$ cat config.mk
export PLATFORM = sky130hd
export DESIGN_NAME = tank_level_alarm_monitor
export DESIGN_NICKNAME = d
export VERILOG_FILES = /design/src/hdl/tlam_pkg.sv /design/src/hdl/tlam_mul.sv /design/src/hdl/tlam_div.sv /design/src/hdl/tank_level_alarm_monitor.sv
export SDC_FILE = /design/constraint.sdc
export NUM_CORES = 1
export LEC_CHECK = 0
export ABC_AREA = 0
export BUFFER_PORTS_ARGS = -buffer_cell sky130_fd_sc_hd__buf_2
export CORE_ASPECT_RATIO = 0.7
export CORE_MARGIN = 3
export CORE_UTILIZATION = 56
export CTS_BUF_LIST = sky130_fd_sc_hd__clkbuf_16
export DETAILED_ROUTE_END_ITERATION = 10
export PLACE_DENSITY = 0.76
export SYNTH_ARGS = -nofsm -noshare
export SYNTH_HDL_FRONTEND = slang
export SYNTH_SLANG_ARGS = --single-unit
$ cat constraint.sdc
create_clock -name clk -period 4.63 [get_ports clk]
set_input_delay 0.2315 -clock clk [delete_from_list [all_inputs] [get_ports clk]]
set_output_delay 0.2315 -clock clk [all_outputs]
set_load 0.02 [all_outputs]
$ cat src/hdl/tlam_pkg.sv
package tlam_pkg;

    localparam int PULSE_W   = 26;
    localparam int SPEED_W   = 19;
    localparam int COUNT_W   = 7;
    localparam int LEVEL_W   = 18;
    localparam int REPEAT_W  = 4;
    localparam int SUM_W     = 24;
    localparam int PRODUCT_W = PULSE_W + SPEED_W;
    localparam int CFG_IDX_W = 2;
    localparam int CFG_DATA_W = SPEED_W;
    localparam int BATCH_W   = 9;

    localparam int MAX_BATCH_DEFAULT = 64;

    // Distance divide: product / (2e10 / 256), quotient needs 19 bits
    localparam int DIST_Q_W  = 19;
    localparam int DIV_REM_W = 27;
    localparam int DIV_NUM_W = SUM_W;
    localparam int DIV_CNT_W = 5;

    localparam logic [DIV_REM_W-1:0] DIST_DIVISOR = 27'd78125000;
    localparam logic [PULSE_W-1:0]   PULSE_MAX    = 26'd40000000;
    localparam logic [LEVEL_W-1:0]   DIST_MAX     = 18'h3FFFF;
    localparam logic [SUM_W-1:0]     SUM_MAX      = 24'hFFFFFF;

    localparam logic [DIV_CNT_W-1:0] DIST_STEPS = 5'd19;
    localparam logic [DIV_CNT_W-1:0] AVG_STEPS  = 5'd24;

    localparam logic [SPEED_W-1:0]  SPEED_RESET  = 19'd340290;
    localparam logic [COUNT_W-1:0]  COUNT_RESET  = 7'd30;
    localparam logic [LEVEL_W-1:0]  LEVEL_RESET  = 18'd1766;
    localparam logic [REPEAT_W-1:0] REPEAT_RESET = 4'd3;

    localparam logic [CFG_IDX_W-1:0] CFG_SPEED  = 2'd0;
    localparam logic [CFG_IDX_W-1:0] CFG_COUNT  = 2'd1;
    localparam logic [CFG_IDX_W-1:0] CFG_LEVEL  = 2'd2;
    localparam logic [CFG_IDX_W-1:0] CFG_REPEAT = 2'd3;

    typedef struct packed {
        logic                 start;
        logic [DIV_REM_W-1:0] rem_init;
        logic [DIV_NUM_W-1:0] num_init;
        logic [DIV_REM_W-1:0] divisor;
        logic [DIV_CNT_W-1:0] steps;
    } div_load_t;

endpackage

$ cat src/hdl/tlam_mul.sv
module tlam_mul
(
    input  logic                              clk,
    input  logic                              rst_n,
    input  logic                              start,
    input  logic [tlam_pkg::PULSE_W-1:0]      a,
    input  logic [tlam_pkg::SPEED_W-1:0]      b,
    output logic                              done,
    output logic [tlam_pkg::PRODUCT_W-1:0]    product
);

    localparam int A_W   = tlam_pkg::PULSE_W;
    localparam int B_W   = tlam_pkg::SPEED_W;
    localparam int P_W   = tlam_pkg::PRODUCT_W;
    localparam int CNT_W = $clog2(A_W + 1);

    logic [P_W-1:0]   acc_reg, acc_next;
    logic [A_W-1:0]   a_reg, a_next;
    logic [B_W-1:0]   b_reg, b_next;
    logic [CNT_W-1:0] cnt_reg, cnt_next;
    logic             busy_reg, busy_next;
    logic             done_reg, done_next;
    logic [B_W:0]     sum_hi;

    // One multiplier bit per cycle, LSB first; accumulator shifts right
    assign sum_hi = {1'b0, acc_reg[P_W-1:A_W]} + (a_reg[0] ? {1'b0, b_reg} : '0);

    always_comb
    begin
        acc_next  = acc_reg;
        a_next    = a_reg;
        b_next    = b_reg;
        cnt_next  = cnt_reg;
        busy_next = busy_reg;
        done_next = 1'b0;
        if (busy_reg)
        begin
            acc_next = {sum_hi, acc_reg[A_W-1:1]};
            a_next   = a_reg >> 1;
            cnt_next = cnt_reg - 1'b1;
            if (cnt_reg == CNT_W'(1))
            begin
                busy_next = 1'b0;
                done_next = 1'b1;
            end
        end
        else if (start)
        begin
            acc_next  = '0;
            a_next    = a;
            b_next    = b;
            cnt_next  = CNT_W'(A_W);
            busy_next = 1'b1;
        end
    end

    always_ff @(posedge clk or negedge rst_n)
    begin
        if (!rst_n)
        begin
            busy_reg <= 1'b0;
            done_reg <= 1'b0;
            cnt_reg  <= '0;
        end
        else
        begin
            busy_reg <= busy_next;
            done_reg <= done_next;
            cnt_reg  <= cnt_next;
        end
    end

    always_ff @(posedge clk)
    begin
        acc_reg <= acc_next;
        a_reg   <= a_next;
        b_reg   <= b_next;
    end

    assign done    = done_reg;
    assign product = acc_reg;

endmodule

$ cat src/hdl/tlam_div.sv
module tlam_div
(
    input  logic                              clk,
    input  logic                              rst_n,
    input  tlam_pkg::div_load_t               load,
    output logic                              done,
    output logic [tlam_pkg::DIV_NUM_W-1:0]    quotient
);

    localparam int R_W = tlam_pkg::DIV_REM_W;
    localparam int N_W = tlam_pkg::DIV_NUM_W;
    localparam int C_W = tlam_pkg::DIV_CNT_W;

    logic [R_W-1:0] rem_reg, rem_next;
    logic [N_W-1:0] num_reg, num_next;
    logic [N_W-1:0] quo_reg, quo_next;
    logic [R_W-1:0] dvs_reg, dvs_next;
    logic [C_W-1:0] cnt_reg, cnt_next;
    logic           busy_reg, busy_next;
    logic           done_reg, done_next;
    logic [R_W:0]   shifted;
    logic [R_W:0]   diff;

    // Restoring division, one quotient bit per cycle
    assign shifted = {rem_reg, num_reg[N_W-1]};
    assign diff    = shifted - {1'b0, dvs_reg};

    always_comb
    begin
        rem_next  = rem_reg;
        num_next  = num_reg;
        quo_next  = quo_reg;
        dvs_next  = dvs_reg;
        cnt_next  = cnt_reg;
        busy_next = busy_reg;
        done_next = 1'b0;
        if (busy_reg)
        begin
            if (!diff[R_W])
            begin
                rem_next = diff[R_W-1:0];
                quo_next = {quo_reg[N_W-2:0], 1'b1};
            end
            else
            begin
                rem_next = shifted[R_W-1:0];
                quo_next = {quo_reg[N_W-2:0], 1'b0};
            end
            num_next = num_reg << 1;
            cnt_next = cnt_reg - 1'b1;
            if (cnt_reg == C_W'(1))
            begin
                busy_next = 1'b0;
                done_next = 1'b1;
            end
        end
        else if (load.start)
        begin
            rem_next  = load.rem_init;
            num_next  = load.num_init;
            quo_next  = '0;
            dvs_next  = load.divisor;
            cnt_next  = load.steps;
            busy_next = 1'b1;
        end
    end

    always_ff @(posedge clk or negedge rst_n)
    begin
        if (!rst_n)
        begin
            busy_reg <= 1'b0;
            done_reg <= 1'b0;
            cnt_reg  <= '0;
        end
        else
        begin
            busy_reg <= busy_next;
            done_reg <= done_next;
            cnt_reg  <= cnt_next;
        end
    end

    always_ff @(posedge clk)
    begin
        rem_reg <= rem_next;
        num_reg <= num_next;
        quo_reg <= quo_next;
        dvs_reg <= dvs_next;
    end

    assign done     = done_reg;
    assign quotient = quo_reg;

endmodule

$ cat src/hdl/tank_level_alarm_monitor.sv
// Channel  | Direction | Handshake                   | Payload
// pulse    | in        | pulse_valid / pulse_ready   | pulse_ns
// result   | out       | result_valid / result_ready | average_q8, above_level, refill, high_runs
// cfg      | in        | cfg_we                      | cfg_index, cfg_data
//
// A read is summed once it has passed the shift-add multiplier and then the 19-bit
// distance divide in the shared restoring divider; the next request follows.
// A read that closes a batch then goes through a 24-bit average divide and write-back.
// Reset clears the batch sum, read count, high-batch run and result valid.
// A waiting result holds in the output register; a closing read stalls there only
// while the previous result is still untaken.
module tank_level_alarm_monitor
#(
    parameter int MAX_BATCH = tlam_pkg::MAX_BATCH_DEFAULT
)
(
    input  logic                              clk,
    input  logic                              rst_n,
    input  logic                              cfg_we,
    input  logic [tlam_pkg::CFG_IDX_W-1:0]    cfg_index,
    input  logic [tlam_pkg::CFG_DATA_W-1:0]   cfg_data,
    input  logic                              pulse_valid,
    output logic                              pulse_ready,
    input  logic [tlam_pkg::PULSE_W-1:0]      pulse_ns,
    output logic                              result_valid,
    input  logic                              result_ready,
    output logic [tlam_pkg::LEVEL_W-1:0]      average_q8,
    output logic                              above_level,
    output logic                              refill,
    output logic [tlam_pkg::REPEAT_W-1:0]     high_runs
);

    localparam int SUM_W    = tlam_pkg::SUM_W;
    localparam int COUNT_W  = tlam_pkg::COUNT_W;
    localparam int LEVEL_W  = tlam_pkg::LEVEL_W;
    localparam int REPEAT_W = tlam_pkg::REPEAT_W;
    localparam int BATCH_W  = tlam_pkg::BATCH_W;
    localparam int Q_W      = tlam_pkg::DIST_Q_W;
    localparam int P_W      = tlam_pkg::PRODUCT_W;
    localparam int N_W      = tlam_pkg::DIV_NUM_W;
    localparam int R_W      = tlam_pkg::DIV_REM_W;

    typedef enum logic [4:0] {
        S_IDLE = 5'b00001,
        S_MUL  = 5'b00010,
        S_DDIV = 5'b00100,
        S_ADIV = 5'b01000,
        S_WB   = 5'b10000
    } state_t;

    state_t state_reg, state_next;

    logic [tlam_pkg::SPEED_W-1:0] speed_reg;
    logic [COUNT_W-1:0]           count_reg;
    logic [LEVEL_W-1:0]           level_reg;
    logic [REPEAT_W-1:0]          repeat_reg;

    logic [SUM_W-1:0]    sum_reg, sum_next;
    logic [COUNT_W-1:0]  taken_reg, taken_next;
    logic [REPEAT_W-1:0] run_reg, run_next;

    logic                res_valid_reg, res_valid_next;
    logic [LEVEL_W-1:0]  res_avg_reg, res_avg_next;
    logic                res_above_reg, res_above_next;
    logic                res_refill_reg, res_refill_next;
    logic [REPEAT_W-1:0] res_runs_reg, res_runs_next;

    logic                          mul_start;
    logic                          mul_done;
    logic [tlam_pkg::PULSE_W-1:0]  pulse_clamped;
    logic [P_W-1:0]                product;
    tlam_pkg::div_load_t           div_load;
    logic                          div_done;
    logic [N_W-1:0]                quotient;

    logic [COUNT_W-1:0]  n_base;
    logic [COUNT_W-1:0]  n_eff;
    logic [REPEAT_W-1:0] rep_eff;
    logic [LEVEL_W-1:0]  read_dist;
    logic [SUM_W:0]      sum_wide;
    logic [SUM_W-1:0]    sum_sat;
    logic [COUNT_W-1:0]  taken_inc;
    logic                batch_done;
    logic [LEVEL_W-1:0]  avg;
    logic                above;
    logic [REPEAT_W-1:0] run_inc;
    logic                refill_hit;
    logic                slot_free;

    assign pulse_clamped = (pulse_ns > tlam_pkg::PULSE_MAX) ? tlam_pkg::PULSE_MAX : pulse_ns;

    tlam_mul u_mul
    (
        .clk     (clk),
        .rst_n   (rst_n),
        .start   (mul_start),
        .a       (pulse_clamped),
        .b       (speed_reg),
        .done    (mul_done),
        .product (product)
    );

    tlam_div u_div
    (
        .clk      (clk),
        .rst_n    (rst_n),
        .load     (div_load),
        .done     (div_done),
        .quotient (quotient)
    );

    // Effective batch size and repeat
    always_comb
    begin
        n_base = (count_reg == '0) ? COUNT_W'(1) : count_reg;
        if (BATCH_W'(MAX_BATCH) < {{(BATCH_W-COUNT_W){1'b0}}, n_base})
            n_eff = COUNT_W'(MAX_BATCH);
        else
            n_eff = n_base;
        rep_eff = (repeat_reg == '0) ? REPEAT_W'(1) : repeat_reg;
    end

    // Distance from the shared divider, saturated
    assign read_dist  = quotient[Q_W-1] ? tlam_pkg::DIST_MAX : quotient[LEVEL_W-1:0];
    assign sum_wide   = {1'b0, sum_reg} + {{(SUM_W+1-LEVEL_W){1'b0}}, read_dist};
    assign sum_sat    = sum_wide[SUM_W] ? tlam_pkg::SUM_MAX : sum_wide[SUM_W-1:0];
    assign taken_inc  = taken_reg + 1'b1;
    assign batch_done = (taken_inc >= n_eff) || (taken_inc == '0);

    // Average, saturated, and the run update
    assign avg        = (|quotient[N_W-1:LEVEL_W]) ? tlam_pkg::DIST_MAX
                                                   : quotient[LEVEL_W-1:0];
    assign above      = avg > level_reg;
    assign run_inc    = above ? (run_reg + 1'b1) : '0;
    assign refill_hit = run_inc >= rep_eff;
    assign slot_free  = !res_valid_reg || result_ready;

    assign pulse_ready = (state_reg == S_IDLE);

    always_comb
    begin
        state_next      = state_reg;
        sum_next        = sum_reg;
        taken_next      = taken_reg;
        run_next        = run_reg;
        res_valid_next  = res_valid_reg && !result_ready;
        res_avg_next    = res_avg_reg;
        res_above_next  = res_above_reg;
        res_refill_next = res_refill_reg;
        res_runs_next   = res_runs_reg;
        mul_start       = 1'b0;
        div_load.start    = 1'b0;
        div_load.rem_init = {1'b0, product[P_W-1:Q_W]};
        div_load.num_init = {product[Q_W-1:0], {(N_W-Q_W){1'b0}}};
        div_load.divisor  = tlam_pkg::DIST_DIVISOR;
        div_load.steps    = tlam_pkg::DIST_STEPS;
        case (state_reg)
            S_IDLE:
            begin
                if (pulse_valid)
                begin
                    mul_start  = 1'b1;
                    state_next = S_MUL;
                end
            end
            S_MUL:
            begin
                if (mul_done)
                begin
                    div_load.start = 1'b1;
                    state_next     = S_DDIV;
                end
            end
            S_DDIV:
            begin
                if (div_done)
                begin
                    if (batch_done)
                    begin
                        // Close the batch: divide the sum by the batch size
                        sum_next          = '0;
                        taken_next        = '0;
                        div_load.start    = 1'b1;
                        div_load.rem_init = '0;
                        div_load.num_init = sum_sat;
                        div_load.divisor  = {{(R_W-COUNT_W){1'b0}}, n_eff};
                        div_load.steps    = tlam_pkg::AVG_STEPS;
                        state_next        = S_ADIV;
                    end
                    else
                    begin
                        sum_next   = sum_sat;
                        taken_next = taken_inc;
                        state_next = S_IDLE;
                    end
                end
            end
            S_ADIV:
            begin
                if (div_done)
                    state_next = S_WB;
            end
            S_WB:
            begin
                // Hold the result until the output register is free
                if (slot_free)
                begin
                    run_next        = refill_hit ? '0 : run_inc;
                    res_valid_next  = 1'b1;
                    res_avg_next    = avg;
                    res_above_next  = above;
                    res_refill_next = refill_hit;
                    res_runs_next   = refill_hit ? '0 : run_inc;
                    state_next      = S_IDLE;
                end
            end
            default:
            begin
                state_next = S_IDLE;
            end
        endcase
    end

    always_ff @(posedge clk or negedge rst_n)
    begin
        if (!rst_n)
        begin
            state_reg     <= S_IDLE;
            sum_reg       <= '0;
            taken_reg     <= '0;
            run_reg       <= '0;
            res_valid_reg <= 1'b0;
            speed_reg     <= tlam_pkg::SPEED_RESET;
            count_reg     <= tlam_pkg::COUNT_RESET;
            level_reg     <= tlam_pkg::LEVEL_RESET;
            repeat_reg    <= tlam_pkg::REPEAT_RESET;
        end
        else
        begin
            state_reg     <= state_next;
            sum_reg       <= sum_next;
            taken_reg     <= taken_next;
            run_reg       <= run_next;
            res_valid_reg <= res_valid_next;
            if (cfg_we)
            begin
                case (cfg_index)
                    tlam_pkg::CFG_SPEED:  speed_reg  <= cfg_data;
                    tlam_pkg::CFG_COUNT:  count_reg  <= cfg_data[COUNT_W-1:0];
                    tlam_pkg::CFG_LEVEL:  level_reg  <= cfg_data[LEVEL_W-1:0];
                    tlam_pkg::CFG_REPEAT: repeat_reg <= cfg_data[REPEAT_W-1:0];
                    default:              ;
                endcase
            end
        end
    end

    always_ff @(posedge clk)
    begin
        res_avg_reg    <= res_avg_next;
        res_above_reg  <= res_above_next;
        res_refill_reg <= res_refill_next;
        res_runs_reg   <= res_runs_next;
    end

    assign result_valid = res_valid_reg;
    assign average_q8   = res_avg_reg;
    assign above_level  = res_above_reg;
    assign refill       = res_refill_reg;
    assign high_runs    = res_runs_reg;

endmodule
==> Yosys cells after proc, flatten, opt, wreduce, memory -nomap -nowiden <==
Index checks and enable logic that the tools add are counted.
{ "totals": {"reg_bits": 319, "inputBits": 52, "output_inout_bits": 26} }
{ "op_classes": {"n_addsub": 7, "magnitude_cmp": 5, "eq_ne": 15, "mux": 54, "n_bitwise": 2, "n_reduce_logical": 22} }
{ "op_table": {"columns": ["cell", "count"], "rows": [
  ["84-bit two-way mux", 2],
  ["24-bit two-way mux", 6],
  ["45-bit two-way mux", 2],
  ["83-bit two-way mux", 1],
  ["27-bit two-way mux", 3],
  ["25-bit two-way mux", 2],
  ["5-bit two-way mux", 9],
  ["18-bit two-way mux", 2],
  ["28-bit by 27-bit subtractor with 28-bit output", 1],
  ["26-bit > comparator, second input constant", 1],
  ["26-bit two-way mux", 1],
  ["24-bit by 18-bit adder with 25-bit output", 1],
  ["5-bit case mux with 5 select lines", 1],
  ["7-bit two-way mux", 3],
  ["19-bit by 20-bit adder with 20-bit output", 1],
  ["19-bit two-way mux", 1],
  ["18-bit > comparator", 1],
  ["1-bit two-way mux", 16],
  ["4-bit two-way mux", 4],
  ["2-bit AND reduction", 8],
  ["5-bit by 1-bit equality test with 1-bit output, second input constant", 3],
  ["7-bit zero test", 2],
  ["5-bit by 1-bit subtractor with 5-bit output, second input constant", 2],
  ["7-bit by 1-bit adder with 7-bit output, second input constant", 1],
  ["other kinds (23)", 31]
]} }

==> Longest topological paths before layout <==
Gate-level depths: netlist of the first run.
{ "logic_depth": {"word_depth": 11, "mapped_depth": 20, "depth_no_buf": 20} }

==> Hierarchy <==
From an unflattened synthesis of the first run, not the netlist that was laid out.
{ "hier_totals": {"hier_cells": 1712, "area_unflattened_um2": 18228.7} }
{ "modules_own_cells": {"columns": ["mod", "instances", "cells_each", "area_each_um2"], "rows": [
  ["tank_level_alarm_monitor", 1, 799, 7417.1],
  ["tlam_div", 1, 556, 6042.0],
  ["tlam_mul", 1, 357, 4769.6]
]} }

==> Worst setup path before layout of the first run <==
OpenSTA, ideal clock, no wires.
{ "synth_timing": {"path_type": "register -> register", "start": "reg taken_reg[0]", "end": "reg u_div.num_reg[10], enable pin", "setup_time_ns": 0.756, "arrival_time_ns": 3.632, "slack_ns": 0.243, "stages_incl_launch_ff": 13, "n_path_buf": 2, "period_less_slack_ns": 4.387, "cell_sequence": "dfrtp_1 ha_1 nand3_1 xnor2_1 ha_1 a21o_1 a31oi_1 o211a_1 buf_2 nor2_4 nor2_1 clkbuf_1 nand2_1"} }
{ "synth_via": {"elab_chain_len": 7, "word_cells_on_any_way": 8, "cone_classes": "1 x add/sub; 1 x order compare; 3 x mux; 3 x reduce/logical"} }
{ "synth_rtl": {"columns": ["element", "line", "rtl"], "rows": [
  ["start: declaration", "tank_level_alarm_monitor.sv:59", "logic [COUNT_W-1:0] taken_reg, taken_next;"],
  ["start signal: assignment", "tank_level_alarm_monitor.sv:242", "taken_reg <= taken_next;"],
  ["7-bit by 1-bit adder with 7-bit output *", "tank_level_alarm_monitor.sv:127", "assign taken_inc = taken_reg + 1'b1;"],
  ["7-bit >= comparator or 7-bit zero test (tied branches)", "tank_level_alarm_monitor.sv:128", "assign batch_done = (taken_inc >= n_eff) || (taken_inc == '0);"],
  ["1-bit logical OR *", "tank_level_alarm_monitor.sv:128", null],
  ["84-bit two-way mux *", "tank_level_alarm_monitor.sv:178", "if (batch_done)"],
  ["84-bit two-way mux *", "tank_level_alarm_monitor.sv:176", "if (div_done)"],
  ["1-bit case mux with 2 select lines *", "tank_level_alarm_monitor.sv:157", "case (state_reg)"],
  ["2-bit nonzero test (no source line) *", null, null],
  ["end signal: assignment", "tlam_div.sv:87", "num_reg <= num_next;"],
  ["end: declaration", "tlam_div.sv:15", "logic [N_W-1:0] num_reg, num_next;"]
]} }
Mark *: on every way between the ends. The rest lies on a longest branch, timed or not.
A chain may end at the register's enable or synchronous reset.

==> Worst setup path in the final report of the first run <==
{ "layout_timing": {"start": "reg u_div.quo_reg[22], in the netlist u_div.quotient[22]", "end": "reg run_reg[3]"} }
{ "layout_via": {"elab_chain_len": 6} }
{ "layout_rtl": {"columns": ["element", "line", "rtl"], "rows": [
  ["start: declaration", "tlam_div.sv:16", "logic [N_W-1:0] quo_reg, quo_next;"],
  ["start signal: assignment", "tlam_div.sv:88", "quo_reg <= quo_next;"],
  ["6-bit OR reduction", "tank_level_alarm_monitor.sv:131", "assign avg = (|quotient[N_W-1:LEVEL_W]) ? tlam_pkg::DIST_MAX"],
  ["18-bit two-way mux", "tank_level_alarm_monitor.sv:131", null],
  ["via avg[11]", "tank_level_alarm_monitor.sv:84", "logic [LEVEL_W-1:0] avg;"],
  ["18-bit > comparator", "tank_level_alarm_monitor.sv:133", "assign above = avg > level_reg;"],
  ["4-bit two-way mux", "tank_level_alarm_monitor.sv:134", "assign run_inc = above ? (run_reg + 1'b1) : '0;"],
  ["4-bit >= comparator", "tank_level_alarm_monitor.sv:135", "assign refill_hit = run_inc >= rep_eff;"],
  ["via refill_hit", "tank_level_alarm_monitor.sv:87", "logic refill_hit;"],
  ["4-bit two-way mux", "tank_level_alarm_monitor.sv:208", "run_next = refill_hit ? '0 : run_inc;"],
  ["end signal: assignment", "tank_level_alarm_monitor.sv:243", "run_reg <= run_next;"],
  ["end: declaration", "tank_level_alarm_monitor.sv:60", "logic [REPEAT_W-1:0] run_reg, run_next;"]
]} }
The timed path passes the listed nets, and every way through them passes these cells.

==> flow_metrics.tcl, run 1 <==
set metrics [dict create \
    grt_overflow 0 \
    slew_headroom_pct 33.7 \
    yosys_warnings 0 \
    stdcell_count 1995 \
    yosysSeqAreaShare_pct 52.3 \
    maxSlewViolCount 0 \
    ys.flop_type "edfxtp_1" \
    ys_types 81 \
    gp_congestion 0.913 \
    track_usage_pct 25.3 \
    max-clock-path-buffers 3 \
    clock-sinks 300 \
    cts-root-buf "clkbuf_16" \
    grt_max_degree 79 \
    ir_drop_mv 0.322 \
    utilization_pct 65.3 \
    min_period_ns 4.41 \
    critPathMaxFanout 7 \
    antenna_found_initial 0 \
    die_y_um 149 \
    cp.required_ns 5.13 \
    wire_per_inst_um 19.8 \
    path_clk_slew_ns 0.07 \
    cap_violations 0 \
    ant_nets 0 \
    h-tree-depth 1 \
    cp_cell_sequence "nor4_4 > nand2_2 > or2_2 > ha_1 > nand4_1 > or2_2 > or4_1 > o211ai_1 > buf_4 > nor2_1 > ha_1 > a21oi_1 > nor2b_1 > o21ai_0 > nand2b_1 > or2_2 > o21ai_0" \
    cp-end-kind "register" \
    syn_area_um2 16300 \
    io-pin-count 78 \
    numCtsBuffers 29 \
    setup_viol 0 \
    vias 12100 \
    hold_viol 0 \
    coreArea_um2 28200 \
    die_w_um 210 \
    period_share_pct 95.2 \
    path_delay_family "simple AND/OR/NAND/NOR gates" \
    async_flop_share_pct 34.3 \
    viasPerCell 6.05 \
    worst-path-buf-inv 1 \
    row_count 51 \
    worstSkewPairLatency_ns 0.58 \
    max_stage_delay_ns 0.53 \
    antenna_cells 0 \
    numPortBuffers 77 \
    grt_pass1_vias 11600 \
    min_path_type "in -> reg" \
    grt_setup_unrepaired "no" \
    grt_first_pass_wirelength_um 63200 \
    tns_ns 0 \
    cp.arrival_ns 4.91 \
    pre_cts_ws_ns 0.154 \
    dp_hpwl_um 27000 \
    synth_seq_cells 300 \
    synth_edf_count 195 \
    nNetsFinal 1744 \
    drive_above_1_share_pct 17.5 \
    area_growth_pct 13.4 \
    cp-start-kind "register" \
    setup_slack_ns 0.222 \
    tightest_slew_ns 0.994 \
    synthCells 1487 \
    reg2reg_from "u_div.quotient[22]" \
    fmax_mhz 227 \
    leakagePower_nw 7.67 \
    power_density_nw_per_um2 566 \
    dieArea_um2 31100 \
    totalWireLength_um 39600 \
    largest_reg_flops 45 \
    fin_skew_ns 0.0140 \
    initial_core_util_pct 57.6 \
    cpMostUsedCell "or2_2" \
    drtIter0Drc 1059 \
    cts_tree "built" \
    hp-start "pulse_ns[17]" \
    syn_area_per_cell_um2 10.9 \
    dp.cells 1899 \
    status "complete, no violations" \
    drc_errors 0 \
    syn_nets 1630 \
    cp-startpoint "u_div.quotient[22]" \
    crit_slowest_cell "or4_1" \
    firstDrtPassIters 5 \
    critPathKind "reg -> reg" \
]
[per-layer routing]
layer / wire length, um / vias to the layer above / track usage (%)
met5: 0 / - / 0
met4: 791 / 0 / 5.09
met3: 3230 / 67 / 4.68
met2: 16600 / 466 / 36.8
met1: 18900 / 5874 / 40.0
li1: - / 5660 / -
[area by class of cell]
| cell class | instances | area (um2) |
|---|---|---|
| Inverter | 71 | 267 |
| Tap cell | 371 | 464 |
| Clock inverter | 24 | 211 |
| Sequential cell | 300 | 8500 |
| Multi-Input combinational cell | 1062 | 7280 |
| Timing Repair Buffer | 137 | 946 |
| Fill cell | 2202 | 9780 |
| Clock buffer | 30 | 751 |
[kinds of logic after synthesis]
logic type	after synthesis	share of synthesized area [%]
AND/OR/NAND/NOR	498	15.6
AO/OA/AOI/OAI	354	14.5
flip-flops	300	52.3
buffers and inverters	126	3.15
adder cells (fa/ha/maj)	91	7.14
multiplexers	62	4.20
XOR/XNOR	56	3.11
[synthesized netlist by cell type, types with 23 or more instances]
cell type | count | area, um2
a22o_1 | 23 | 201
and2_1 | 73 | 457
inv_1 | 68 | 255
a21oi_1 | 86 | 430
nor2_1 | 103 | 387
nand3_1 | 37 | 185
xor2_1 | 25 | 219
or2_2 | 44 | 275
nand2_1 | 129 | 484
edfxtp_1 | 195 | 5860
ha_1 | 88 | 1100
clkbuf_1 | 44 | 165
o21ai_0 | 81 | 405
dfrtp_1 | 82 | 2050
a21o_1 | 31 | 233
xnor2_1 | 29 | 254
mux2_2 | 50 | 563
[per-stage QoR]
step           area, um2  hold slack, ns  total power, mW
2_1_floorplan      16300         -0.0641             6.90
3_3_place_gp       17000           0.428             7.77
3_5_place_dp       17000           0.424             7.92
4_1_cts            18400        0.000506             10.4
5_1_grt            18400          0.0212             11.0
6_report           18400          0.0195             10.4
[report_power, final]
part	switching (mW)	internal [mW]	leakage, nW
clock	1.09	1.36	0.491
combinational	2.11	1.44	3.97
sequential	0.500	3.94	3.21
[placed cells by master (no fill, tap or decap), types with 37 or more instances in the layout]
cell type        n
mux2_2          50
buf_2           76
o21ai_0         81
ha_1            88
nor2_1         103
nand3_1         37
dlygate4sd3_1   38
edfxtp_1       195
a21oi_1         86
inv_1           70
nand2_1        127
dfrtp_1         81
and2_1          73
or2_2           44
[final timing paths]
path	endpoint	slack (ns)	cells after the start
hold reg to reg	u_mul.b_reg[4]	0.45	0
hold / removal	u_mul.a_reg[17]	0.02	3
setup / recovery	run_reg[3]	0.22	17
min in group asynchronous	sum_reg[1]	0.33	2
setup reg to reg	run_reg[3]	0.22	17
max in group asynchronous	repeat_reg[0]	3.20	3
[worst min-delay path, delay by kind of cell]
kind            cells  cell delay, ns
buf+inv             2            0.14
compound gates      1            0.11
[repair_timing]
action	CTS	global route
setup buffers	0	3
gates resized for setup	0	4
hold buffers	38	0
endpoints found under the hold margin	124	0
setup endpoints to repair	0	8
Note: power is estimated with default switching activity, not from simulation.
==> run 2, diff against run 1 <==
--- a/config.mk
+++ b/config.mk
@@ -6,13 +6,12 @@
 export NUM_CORES = 1
 export LEC_CHECK = 0
 export ABC_AREA = 0
-export BUFFER_PORTS_ARGS = -buffer_cell sky130_fd_sc_hd__buf_2
 export CORE_ASPECT_RATIO = 0.7
 export CORE_MARGIN = 3
-export CORE_UTILIZATION = 56
-export CTS_BUF_LIST = sky130_fd_sc_hd__clkbuf_16
+export CORE_UTILIZATION = 50
 export DETAILED_ROUTE_END_ITERATION = 10
-export PLACE_DENSITY = 0.76
+export DONT_BUFFER_PORTS = 1
+export PLACE_DENSITY = 0.67
 export SYNTH_ARGS = -nofsm -noshare
 export SYNTH_HDL_FRONTEND = slang
 export SYNTH_SLANG_ARGS = --single-unit
==> flow_metrics.tcl, run 2 (same netlist as run 1, synthesis figures left out) <==
set metrics [dict create \
    status "complete, no violations" \
    path_delay_family "simple AND/OR/NAND/NOR gates" \
    max-clock-path-buffers 3 \
    setup_viol 0 \
    worstReg2RegEnd "run_reg[3]" \
    dieArea_um2 34700 \
    tightest_slew_ns 0.991 \
    cts-root-buf "clkbuf_16" \
    max_stage_delay_ns 0.51 \
    cts_tree "built" \
    maxSlewViolCount 0 \
    cp-start-kind "register" \
    vias 11700 \
    grt_pass1_vias 11200 \
    hold_viol 0 \
    internal-power_mw 6.86 \
    ir_drop_mv 0.355 \
    antenna_found_initial 0 \
    p_clk_share_pct 24.4 \
    wl_met3_um 2730 \
    gp_congestion 0.881 \
    coreArea_um2 31600 \
    met2_length_um 16400 \
    fin_skew_ns 0.0210 \
    grt_overflow 0 \
    numCtsBuffers 31 \
    critPathMaxFanout 13 \
    worstSkewPairLatency_ns 0.58 \
    mostFrequentLayoutCell "edfxtp_1" \
    multi_input_area_um2 7260 \
    cpMostUsedCell "or2_2" \
    min_period_ns 4.38 \
    finalPower_mw 10.5 \
    critPathKind "reg -> reg" \
    ant_nets 0 \
    die_y_um 157 \
    antenna_cells 0 \
    worst-path-stages 17 \
    path_clk_slew_ns 0.07 \
    clock-sinks 300 \
    power_density_nw_per_um2 574 \
    seqCellArea_um2 8500 \
    initial_core_util_pct 51.5 \
    grt_setup_unrepaired "no" \
    cp.required_ns 5.13 \
    nFillCells 2613 \
    io-pin-count 78 \
    min_path_type "in -> reg" \
    viasPerCell 5.90 \
    area_growth_pct 12.9 \
    p_sw_share_pct 34.8 \
    wire_per_inst_um 19.9 \
    drc_errors 0 \
    routed.top_layer "met4" \
    utilization_pct 58.1 \
    r2r_slack_ns 0.25 \
    worst-path-buf-inv 1 \
    seqPwrFrac_pct 42.3 \
    p_sw_mw 3.67 \
    dp_hpwl_um 27100 \
    cp_cell_sequence "nor4_1 > nand2_2 > or2_2 > ha_1 > nand4_1 > or2_2 > or4_1 > o211ai_1 > buf_4 > nor2_1 > ha_1 > a21oi_1 > nor2b_1 > o21ai_0 > nand2b_1 > or2_2 > o21ai_0" \
    largest_reg_flops 45 \
    rr_worst_depth 17 \
    cp-startpoint "u_div.quotient[21]" \
    nNetsFinal 1684 \
    numPortBuffers 0 \
    cap_violations 0 \
    fmax_mhz 228 \
    firstDrtPassIters 5 \
    drive_above_1_share_pct 13.4 \
    die_w_um 221 \
    cp.arrival_ns 4.88 \
    slew_headroom_pct 33.9 \
    wl_met1_um 19800 \
    grt_first_pass_wirelength_um 62700 \
    leakagePower_nw 7.48 \
    track_usage_pct 22.5 \
    h-tree-depth 1 \
    drtIter0Drc 1162 \
    p_comb_share_pct 33.3 \
    grt_max_degree 104 \
    layout_common_cells "edfxtp_1 (195), nand2_1 (127), nor2_1 (103)" \
    crit_slowest_cell "or4_1" \
    totalWireLength_um 39500 \
    cp-end-kind "register" \
    tns_ns 0 \
    period_share_pct 94.6 \
    row_count 54 \
    reg2reg_from "u_div.quotient[21]" \
    endpoint "run_reg[3]" \
]
run 2: metal layers:
| metal | GRT usage, % | up-vias |
|---|---|---|
| met2 | 32.8 | 375 |
| met3 | 3.60 | 38 |
| met4 | 3.62 | 0 |
| li1 | - | 5546 |
| met5 | 0 | - |
| met1 | 35.9 | 5752 |
run 2: metrics by stage:
stage / hold slack (ns) / setup WS, ns / instance area (um2) / std cells
after floorplan: -0.0641 / 0.243 / 16300 / 1487
after global placement: -0.0582 / 0.324 / 16700 / 1872
after detailed placement: -0.0579 / 0.129 / 16700 / 1872
after CTS: 0.000425 / 0.118 / 18300 / 1984
after global routing: 0.0275 / 0.0187 / 18300 / 1986
final: 0.0307 / 0.251 / 18300 / 1986
run 2: area by class of cell:
type | instances | share of cell area (%)
Timing Repair Buffer | 76 | 4.01
Multi-Input combinational cell | 1061 | 39.6
Clock buffer | 47 | 5.18
Clock inverter | 11 | 0.580
Sequential cell | 300 | 46.3
Tap cell | 420 | 2.86
Inverter | 71 | 1.45
run 2: power by group through the flow:
stage	sequential [mW]	combinational [mW]	clock, mW
after floorplan	4.25	2.65	0
after global placement	4.47	3.30	0
after detailed placement	4.48	3.39	0
after CTS	4.44	3.48	2.61
after global routing	4.54	3.91	2.73
final	4.45	3.50	2.57
run 2: repair_timing:
item | CTS | global route
setup buffers | 0 | 2
gates resized for setup | 0 | 1
hold buffers | 54 | 0
endpoints found under the hold margin | 179 | 0
setup endpoints to repair | 0 | 3
run 2: worst min-delay path by stage:
stage	startpoint	to	slack (ns)	depth (start not counted)
2_1_floorplan	rst_n	count_reg[0]	-0.06	0
3_3_place_gp	rst_n	sum_reg[7]	-0.06	0
3_5_place_dp	rst_n	sum_reg[7]	-0.06	0
4_1_cts	cfg_index[0]	repeat_reg[0]	0.0004	2
5_1_grt	pulse_valid	u_mul.busy_reg	0.03	2
6_report	cfg_index[0]	repeat_reg[0]	0.03	2
